File: src/rtl/gpscal_pkg.sv
`timescale 1ns / 1ps
`default_nettype none

package gpscal_pkg;

    // field widths
    localparam int WEEK_W  = 13;
    localparam int SEC_W   = 20;
    localparam int YEAR_W  = 12;
    localparam int MONTH_W = 4;
    localparam int DAY_W   = 5;
    localparam int HOUR_W  = 5;
    localparam int MIN_W   = 6;
    localparam int SECM_W  = 6;

    // internal value widths
    localparam int DIW_W   = 4;   // day in week, up to 12 for any input
    localparam int DAYS_W  = 16;  // days since 1 jan 1980
    localparam int YRS_W   = 8;   // years since 1980
    localparam int REMD_W  = 17;  // seconds within the day
    localparam int REMH_W  = 12;  // seconds within the hour
    localparam int DOY_W   = 9;   // day of year, 1..366

    typedef logic [DOY_W-1:0] doy_t;
    typedef logic [YRS_W-1:0] years_t;

    // calendar constants
    localparam logic [SEC_W-1:0]  DAY_SECONDS      = 20'd86400;
    localparam logic [REMD_W-1:0] HOUR_SECONDS     = 17'd3600;
    localparam logic [REMH_W-1:0] MINUTE_SECONDS   = 12'd60;
    localparam logic [DAYS_W-1:0] WEEK_DAYS        = 16'd7;
    localparam logic [DAYS_W-1:0] YEAR_DAYS        = 16'd365;
    localparam logic [DAYS_W-1:0] EPOCH_DAY_OFFSET = 16'd5;
    localparam logic [YEAR_W-1:0] BASE_YEAR        = 12'd1980;
    localparam logic [YEAR_W-1:0] MAX_YEAR         = 12'd2099;
    localparam logic [WEEK_W-1:0] MAX_WEEK         = 13'd6262;
    localparam logic [SEC_W-1:0]  MAX_SECOND       = 20'd604799;

    // reciprocal multipliers, exact over the full input range
    // (sec >> 7) / 675 == sec / 86400
    localparam logic [12:0] DIW_RECIP   = 13'd6214;   // shift 22
    // (rem >> 4) / 225 == rem / 3600
    localparam logic [12:0] HOUR_RECIP  = 13'd4661;   // shift 20
    // (rem >> 2) / 15 == rem / 60 for rem below 3600
    localparam logic [10:0] MIN_RECIP   = 11'd1093;   // shift 14
    // days / 365 for days below 2^16
    localparam logic [15:0] YEAR_RECIP  = 16'd45965;  // shift 24

    // cumulative month start, index 0..12
    function automatic doy_t month_start(input logic leap, input logic [3:0] idx);
        doy_t v;
        v = '0;
        case (idx)
            4'd0:    v = 9'd0;
            4'd1:    v = 9'd31;
            4'd2:    v = leap ? 9'd60  : 9'd59;
            4'd3:    v = leap ? 9'd91  : 9'd90;
            4'd4:    v = leap ? 9'd121 : 9'd120;
            4'd5:    v = leap ? 9'd152 : 9'd151;
            4'd6:    v = leap ? 9'd182 : 9'd181;
            4'd7:    v = leap ? 9'd213 : 9'd212;
            4'd8:    v = leap ? 9'd244 : 9'd243;
            4'd9:    v = leap ? 9'd274 : 9'd273;
            4'd10:   v = leap ? 9'd305 : 9'd304;
            4'd11:   v = leap ? 9'd335 : 9'd334;
            4'd12:   v = leap ? 9'd366 : 9'd365;
            default: v = 9'd0;
        endcase
        return v;
    endfunction

endpackage

`default_nettype wire

File: src/rtl/gps_week_second_to_calendar_core.sv
`timescale 1ns / 1ps
`default_nettype none

// gps week and second of week to calendar date and time of day
//
// input channel: a word (week_number, seconds_of_week) is taken at a rising
// edge where start is high and busy is low; busy is held low, so a new word
// may be issued in every cycle
// output channel: done is high for exactly one cycle with the result word
// (cal_year .. out_of_range) on the result ports; the receiver cannot stall
// and takes each word at the edge that ends its cycle
// pipeline: each word passes through six register stages of reciprocal
// multiplies and compares before its result is on the ports
// throughput: one word per cycle; busy never rises and every stage takes a
// new word in each cycle
// reset: asynchronous, clears the stage valid bits and done; words in flight
// are dropped, no results are produced for them
// out_of_range flags week past 6262, second past 604799 or year past 2099;
// the date and time fields are still computed from the inputs as given

module gps_week_second_to_calendar_core (
    input  wire logic                              clk,
    input  wire logic                              rst_n,
    input  wire logic                              start,
    output logic                                   busy,
    input  wire logic [gpscal_pkg::WEEK_W-1:0]     week_number,
    input  wire logic [gpscal_pkg::SEC_W-1:0]      seconds_of_week,
    output logic                                   done,
    output logic [gpscal_pkg::YEAR_W-1:0]          cal_year,
    output logic [gpscal_pkg::MONTH_W-1:0]         cal_month,
    output logic [gpscal_pkg::DAY_W-1:0]           day_of_month,
    output logic [gpscal_pkg::HOUR_W-1:0]          hour_of_day,
    output logic [gpscal_pkg::MIN_W-1:0]           minute_of_hour,
    output logic [gpscal_pkg::SECM_W-1:0]          second_of_minute,
    output logic                                   out_of_range
);

    // pipeline never stalls
    assign busy = 1'b0;

    // stage valid bits
    logic v1_reg, v2_reg, v3_reg, v4_reg, v5_reg, done_reg;

    always_ff @(posedge clk or negedge rst_n)
    begin
        if (!rst_n)
        begin
            v1_reg   <= 1'b0;
            v2_reg   <= 1'b0;
            v3_reg   <= 1'b0;
            v4_reg   <= 1'b0;
            v5_reg   <= 1'b0;
            done_reg <= 1'b0;
        end
        else
        begin
            v1_reg   <= start && !busy;
            v2_reg   <= v1_reg;
            v3_reg   <= v2_reg;
            v4_reg   <= v3_reg;
            v5_reg   <= v4_reg;
            done_reg <= v5_reg;
        end
    end

    assign done = done_reg;

    // stage 1: day in week by reciprocal, range flag on the raw inputs
    logic [gpscal_pkg::WEEK_W-1:0] week_s1_reg;
    logic [gpscal_pkg::SEC_W-1:0]  sec_s1_reg;
    logic [gpscal_pkg::DIW_W-1:0]  diw_s1_reg, diw_s1_next;
    logic                          flag_s1_reg, flag_s1_next;
    logic [25:0]                   diw_prod;

    always_comb
    begin
        diw_prod     = 26'(seconds_of_week[gpscal_pkg::SEC_W-1:7])
                       * 26'(gpscal_pkg::DIW_RECIP);
        diw_s1_next  = diw_prod[25:22];
        flag_s1_next = (week_number > gpscal_pkg::MAX_WEEK)
                       || (seconds_of_week > gpscal_pkg::MAX_SECOND);
    end

    always_ff @(posedge clk)
    begin
        week_s1_reg <= week_number;
        sec_s1_reg  <= seconds_of_week;
        diw_s1_reg  <= diw_s1_next;
        flag_s1_reg <= flag_s1_next;
    end

    // stage 2: seconds within the day, total days
    logic [gpscal_pkg::REMD_W-1:0] remd_s2_reg, remd_s2_next;
    logic [gpscal_pkg::DAYS_W-1:0] days_s2_reg, days_s2_next;
    logic                          flag_s2_reg;
    logic [gpscal_pkg::SEC_W-1:0]  day_secs;

    always_comb
    begin
        day_secs     = gpscal_pkg::SEC_W'(diw_s1_reg) * gpscal_pkg::DAY_SECONDS;
        remd_s2_next = gpscal_pkg::REMD_W'(sec_s1_reg - day_secs);
        days_s2_next = gpscal_pkg::DAYS_W'(week_s1_reg) * gpscal_pkg::WEEK_DAYS
                       + gpscal_pkg::DAYS_W'(diw_s1_reg) + gpscal_pkg::EPOCH_DAY_OFFSET;
    end

    always_ff @(posedge clk)
    begin
        remd_s2_reg <= remd_s2_next;
        days_s2_reg <= days_s2_next;
        flag_s2_reg <= flag_s1_reg;
    end

    // stage 3: hour and whole years by reciprocal
    logic [gpscal_pkg::REMD_W-1:0] remd_s3_reg;
    logic [gpscal_pkg::DAYS_W-1:0] days_s3_reg;
    logic [gpscal_pkg::HOUR_W-1:0] hour_s3_reg, hour_s3_next;
    gpscal_pkg::years_t            yrs_s3_reg, yrs_s3_next;
    logic                          flag_s3_reg;
    logic [25:0]                   hour_prod;
    logic [31:0]                   yrs_prod;

    always_comb
    begin
        hour_prod    = 26'(remd_s2_reg[gpscal_pkg::REMD_W-1:4])
                       * 26'(gpscal_pkg::HOUR_RECIP);
        hour_s3_next = hour_prod[24:20];
        yrs_prod     = 32'(days_s2_reg) * 32'(gpscal_pkg::YEAR_RECIP);
        yrs_s3_next  = yrs_prod[31:24];
    end

    always_ff @(posedge clk)
    begin
        remd_s3_reg <= remd_s2_reg;
        days_s3_reg <= days_s2_reg;
        hour_s3_reg <= hour_s3_next;
        yrs_s3_reg  <= yrs_s3_next;
        flag_s3_reg <= flag_s2_reg;
    end

    // stage 4: seconds within the hour, day of year less passed leap days
    logic [gpscal_pkg::REMH_W-1:0] remh_s4_reg, remh_s4_next;
    logic [gpscal_pkg::HOUR_W-1:0] hour_s4_reg;
    gpscal_pkg::years_t            yrs_s4_reg;
    logic signed [9:0]             doy_s4_reg, doy_s4_next;
    logic                          flag_s4_reg;
    logic [gpscal_pkg::REMD_W-1:0] hour_secs;
    logic [gpscal_pkg::DAYS_W-1:0] yrs_days;
    logic [gpscal_pkg::DAYS_W-1:0] day_in_year;
    logic [8:0]                    yrs_plus3;
    logic [6:0]                    leap_days;

    always_comb
    begin
        hour_secs    = gpscal_pkg::REMD_W'(hour_s3_reg) * gpscal_pkg::HOUR_SECONDS;
        remh_s4_next = gpscal_pkg::REMH_W'(remd_s3_reg - hour_secs);
        yrs_days     = gpscal_pkg::DAYS_W'(yrs_s3_reg) * gpscal_pkg::YEAR_DAYS;
        day_in_year  = days_s3_reg - yrs_days;
        yrs_plus3    = 9'(yrs_s3_reg) + 9'd3;
        leap_days    = yrs_plus3[8:2];
        doy_s4_next  = $signed({1'b0, day_in_year[8:0]}) + 10'sd1
                       - $signed({3'b0, leap_days});
    end

    always_ff @(posedge clk)
    begin
        remh_s4_reg <= remh_s4_next;
        hour_s4_reg <= hour_s3_reg;
        yrs_s4_reg  <= yrs_s3_reg;
        doy_s4_reg  <= doy_s4_next;
        flag_s4_reg <= flag_s3_reg;
    end

    // stage 5: minute by reciprocal, roll back into the prior year
    logic [gpscal_pkg::REMH_W-1:0] remh_s5_reg;
    logic [gpscal_pkg::HOUR_W-1:0] hour_s5_reg;
    logic [gpscal_pkg::MIN_W-1:0]  min_s5_reg, min_s5_next;
    gpscal_pkg::years_t            yrs_s5_reg, yrs_s5_next;
    gpscal_pkg::doy_t              doy_s5_reg, doy_s5_next;
    logic                          leap_s5_reg, leap_s5_next;
    logic                          flag_s5_reg;
    logic [20:0]                   min_prod;
    logic signed [9:0]             doy_fix;

    always_comb
    begin
        min_prod    = 21'(remh_s4_reg[gpscal_pkg::REMH_W-1:2])
                      * 21'(gpscal_pkg::MIN_RECIP);
        min_s5_next = min_prod[19:14];
        yrs_s5_next = yrs_s4_reg;
        doy_fix     = doy_s4_reg;
        if (doy_s4_reg <= 10'sd0)
        begin
            yrs_s5_next = yrs_s4_reg - 8'd1;
            if (yrs_s5_next[1:0] != 2'd0)
                doy_fix = doy_s4_reg + 10'sd365;
            else
                doy_fix = doy_s4_reg + 10'sd366;
        end
        doy_s5_next  = doy_fix[8:0];
        leap_s5_next = (yrs_s5_next[1:0] == 2'd0);
    end

    always_ff @(posedge clk)
    begin
        remh_s5_reg <= remh_s4_reg;
        hour_s5_reg <= hour_s4_reg;
        min_s5_reg  <= min_s5_next;
        yrs_s5_reg  <= yrs_s5_next;
        doy_s5_reg  <= doy_s5_next;
        leap_s5_reg <= leap_s5_next;
        flag_s5_reg <= flag_s4_reg;
    end

    // stage 6: second, month search, day of month, year and range flag
    logic [gpscal_pkg::MONTH_W-1:0] month_next;
    logic [gpscal_pkg::REMH_W-1:0]  min_secs;
    logic [gpscal_pkg::REMH_W-1:0]  sec_rem;
    gpscal_pkg::doy_t               day_full;
    logic [gpscal_pkg::YEAR_W-1:0]  year_next;

    always_comb
    begin
        month_next = 4'd1;
        for (int m = 1; m < 12; m++)
        begin
            if (doy_s5_reg > gpscal_pkg::month_start(leap_s5_reg, 4'(m)))
                month_next = month_next + 4'd1;
        end
        day_full  = doy_s5_reg - gpscal_pkg::month_start(leap_s5_reg, month_next - 4'd1);
        min_secs  = gpscal_pkg::REMH_W'(min_s5_reg) * gpscal_pkg::MINUTE_SECONDS;
        sec_rem   = remh_s5_reg - min_secs;
        year_next = gpscal_pkg::YEAR_W'(yrs_s5_reg) + gpscal_pkg::BASE_YEAR;
    end

    always_ff @(posedge clk)
    begin
        cal_year         <= year_next;
        cal_month        <= month_next;
        day_of_month     <= day_full[gpscal_pkg::DAY_W-1:0];
        hour_of_day      <= hour_s5_reg;
        minute_of_hour   <= min_s5_reg;
        second_of_minute <= sec_rem[gpscal_pkg::SECM_W-1:0];
        out_of_range     <= flag_s5_reg || (year_next > gpscal_pkg::MAX_YEAR);
    end

    // checks
    a_result_follows: assert property (@(posedge clk) disable iff (!rst_n)
        v1_reg |-> ##5 done)
        else $error("accepted word did not produce a result");

    a_month_range: assert property (@(posedge clk) disable iff (!rst_n)
        done |-> (cal_month >= 4'd1) && (cal_month <= 4'd12))
        else $error("month out of range");

    a_day_range: assert property (@(posedge clk) disable iff (!rst_n)
        done |-> (day_of_month >= 5'd1) && (day_of_month <= 5'd31))
        else $error("day of month out of range");

    a_time_range: assert property (@(posedge clk) disable iff (!rst_n)
        done |-> (hour_of_day <= 5'd23) && (minute_of_hour <= 6'd59)
                 && (second_of_minute <= 6'd59))
        else $error("time of day out of range");

    a_year_flag: assert property (@(posedge clk) disable iff (!rst_n)
        (done && !out_of_range) |-> (cal_year <= gpscal_pkg::MAX_YEAR))
        else $error("year past limit without range flag");

endmodule

`default_nettype wire
File: config.mk
export PLATFORM = sky130hd
export DESIGN_NAME = gps_week_second_to_calendar_core
export DESIGN_NICKNAME = d
export VERILOG_FILES = /design/src/rtl/gpscal_pkg.sv /design/src/rtl/gps_week_second_to_calendar_core.sv
export SDC_FILE = /design/constraint.sdc
export NUM_CORES = 1
export LEC_CHECK = 0
export CAP_MARGIN = 20
export CORE_AREA = 2 2 209 252
export CTS_CLUSTER_DIAMETER = 50
export DETAILED_ROUTE_END_ITERATION = 16
export DIE_AREA = 0 0 211 254
export DONT_BUFFER_PORTS = 1
export MAX_ROUTING_LAYER = met4
export PLACE_DENSITY = 0.59
export SYNTH_ARGS = -nofsm -noshare
export SYNTH_HDL_FRONTEND = slang
export SYNTH_SLANG_ARGS = --single-unit
File: constraint.sdc
create_clock -name clk -period 9.8 [get_ports clk]
set_clock_uncertainty 0.15 [all_clocks]
set_input_delay 1.96 -clock clk [delete_from_list [all_inputs] [get_ports clk]]
set_output_delay 1.96 -clock clk [all_outputs]
set_load 0.005 [all_outputs]
==> results_dict.tcl <==
set metrics [dict create \
    syn_nets 2662 \
    seq_area_frac_synth_pct 22.0 \
    grt_overflow 0 \
    r2r_start "leap_s5_reg" \
    cts_buffers 30 \
    critPathMaxFanout 12 \
    synth_ff_type "dfxtp_1" \
    yosysMostFrequentCell "ha_1" \
    clkSlewWorstSetupHoldPaths_ns 0.06 \
    routabilityCongestion 0.833 \
    finalHoldViolCount 0 \
    drt_iter0_markers 348 \
    slew_headroom_pct 36.7 \
    die_w_um 211 \
    synth_cell_types 87 \
    critPathMostFrequentCell "ha_1" \
    grt_pass1_vias 13600 \
    layout-drive-gt1-share_pct 5.16 \
    clock-sinks 221 \
    wl_met2_mm 18.3 \
    cp.required_ns 10.14 \
    cts_buffer_depth 3 \
    highest_layer "met4" \
    antenna_found_initial 1 \
    ios 77 \
    fin_crit_ns 9.12 \
    synthCells 1929 \
    final_area_sq_um 22100 \
    vias_per_cell 4.79 \
    slowest_delay_ns 0.61 \
    hold_class "reg2reg" \
    synth_edf_count 0 \
    worst_pin_slew_ns 0.940 \
    vias 12600 \
    synth-async-reset-ratio_pct 2.71 \
    port_buffers 0 \
    final_core_util_pct 43.3 \
    clk_latency_ns 0.57 \
    grt_max_degree 17 \
    finalSetupViolations 0 \
    ys_warn_count 0 \
    grt_pass1_wl_mm 61.7 \
    htree_levels 1 \
    post_dp_cell_area_sq_um 21000 \
    wl_met3_mm 1.07 \
    initial_core_util_pct 39.7 \
    wl_mm 35.2 \
    num_rows 91 \
    drc 0 \
    synth-seq-cells 221 \
    ys_top_cells_by_area "ha_1 32%, dfxtp_1 21%, fa_1 18%" \
    grt_use_total_pct 14.3 \
    ant_nets 0 \
    wl_per_cell_um 13.4 \
    nets 2685 \
    areaGrowthSynthToFinish_pct 9.13 \
    dieArea_sq_um 53600 \
    wl_met1_mm 15.3 \
    crit_type "reg2reg" \
    synth_top_area_cell "ha_1" \
    startpoint_type "register" \
    synth_area_sq_um 20300 \
    die_h_um 254 \
    synth_top_area_share_pct 31.8 \
    status "complete, no violations" \
    coreArea_sq_um 51100 \
    startpoint "leap_s5_reg" \
    drv_slew 0 \
    finalCritPeriodShare_pct 93.0 \
    r2r-end "day_of_month[4]" \
    critPathCapture "day_of_month[4]" \
    diodes 0 \
    rr_worst_depth 43 \
    max_freq_mhz 110 \
    root_buffer "clkbuf_16" \
    yosys-top-cells-count "516 x ha_1, 411 x inv_1, 215 x dfxtp_1" \
    cts_tree "yes" \
    worst_path_max_delay_cell "fa_2" \
    reg2reg_slack_ns 0.68 \
    place_hpwl_mm 29.6 \
    rsz0062_at_grt "false" \
    max-cap-violations 0 \
    end_kind "register" \
    syn_avg_cell_area_sq_um 10.5 \
    arrival_ns 9.45 \
    hold_slack_ns 0.169 \
    first_pass_iters 5 \
]
critical path: cells and delay by family (launching register included):
family	cells	cell delay (ns)
adders and majority gates	10	3.13
AOI/OAI and AO/OA	11	1.93
and+or+nand+nor	10	1.80
xor gates and xnor gates	5	0.80
buffers and inverters	5	0.50
DFF	1	0.43
muxes	2	0.27
cell usage in the layout (no fill, tap or decap), drive strengths merged, types with 10 or more instances in the layout:
master and n:
a21o 24, a21oi 70, clkbuf 39, dfxtp 215, fa 181, ha 516
inv 419, nand2 49, nand3 12, nand4 10, nor2 55, nor2b 13
nor3 15, o21a 19, o21ai 41, o21bai 21, xnor2 97, xor2 50
final cells by class:
| type | instances | area [sq um] |
|---|---|---|
| fillers | 4866 | 29000 |
| multi-input cells | 1285 | 14200 |
| flip-flops and latches | 221 | 4460 |
| inverters | 411 | 1550 |
| clock buffers | 39 | 835 |
| well taps | 651 | 815 |
| clock inverters | 17 | 238 |
| repair buffers | 3 | 22.5 |
what timing repair did:
action                     CTS  global route
setup buffers                0             3
hold buffers                 0             0
resized for setup            2             9
pin swaps                    0             2
setup endpoints to repair    1             4
how the worst min path moves through the flow:
stage                         from        endpoint  slack, ns  cells past startpoint
floorplan            yrs_s5_reg[0]     cal_year[0]       0.16                      0
finish               sec_s1_reg[3]  remd_s2_reg[3]       0.17                      0
CTS                  sec_s1_reg[3]  remd_s2_reg[3]       0.17                      0
global route        remd_s3_reg[3]  remh_s4_reg[3]       0.17                      0
detailed placement   sec_s1_reg[1]  remd_s2_reg[1]       0.16                      0
global placement    remh_s4_reg[0]  remh_s5_reg[0]       0.16                      0
stage by stage:
step | TNS [ns] | instances | setup slack, ns
3_5_place_dp | -0.0856 | 2568 | -0.0856
4_1_cts | 0 | 2624 | 0.110
2_1_floorplan | 0 | 1929 | 1.32
6_report | 0 | 2627 | 0.683
5_1_grt | 0 | 2627 | 0.0281
3_3_place_gp | 0 | 2568 | 0.428
kinds of logic (layout without fill, tap and decap cells):
family	Yosys count	after routing	synth area share, %
simple gates	204	204	5.36
xor+xnor	148	148	6.89
flops	221	221	22.0
buf+inv	423	470	8.08
other cells	1	1	0.0185
fa+ha+maj	699	699	49.8
mux	2	2	0.0988
compound gates	231	231	7.76
layer usage:
| metal | global-route usage (%) | vias to the layer above |
|---|---|---|
| met2 | 26.6 | 138 |
| met1 | 16.5 | 6036 |
| met4 | 2.39 | 0 |
| li1 | - | 6364 |
| met5 | - | - |
| met3 | 2.08 | 41 |
Power is left out: the tool's default activity adds up to more than one toggle a clock period on the data nets, which glitch-free logic cannot reach.
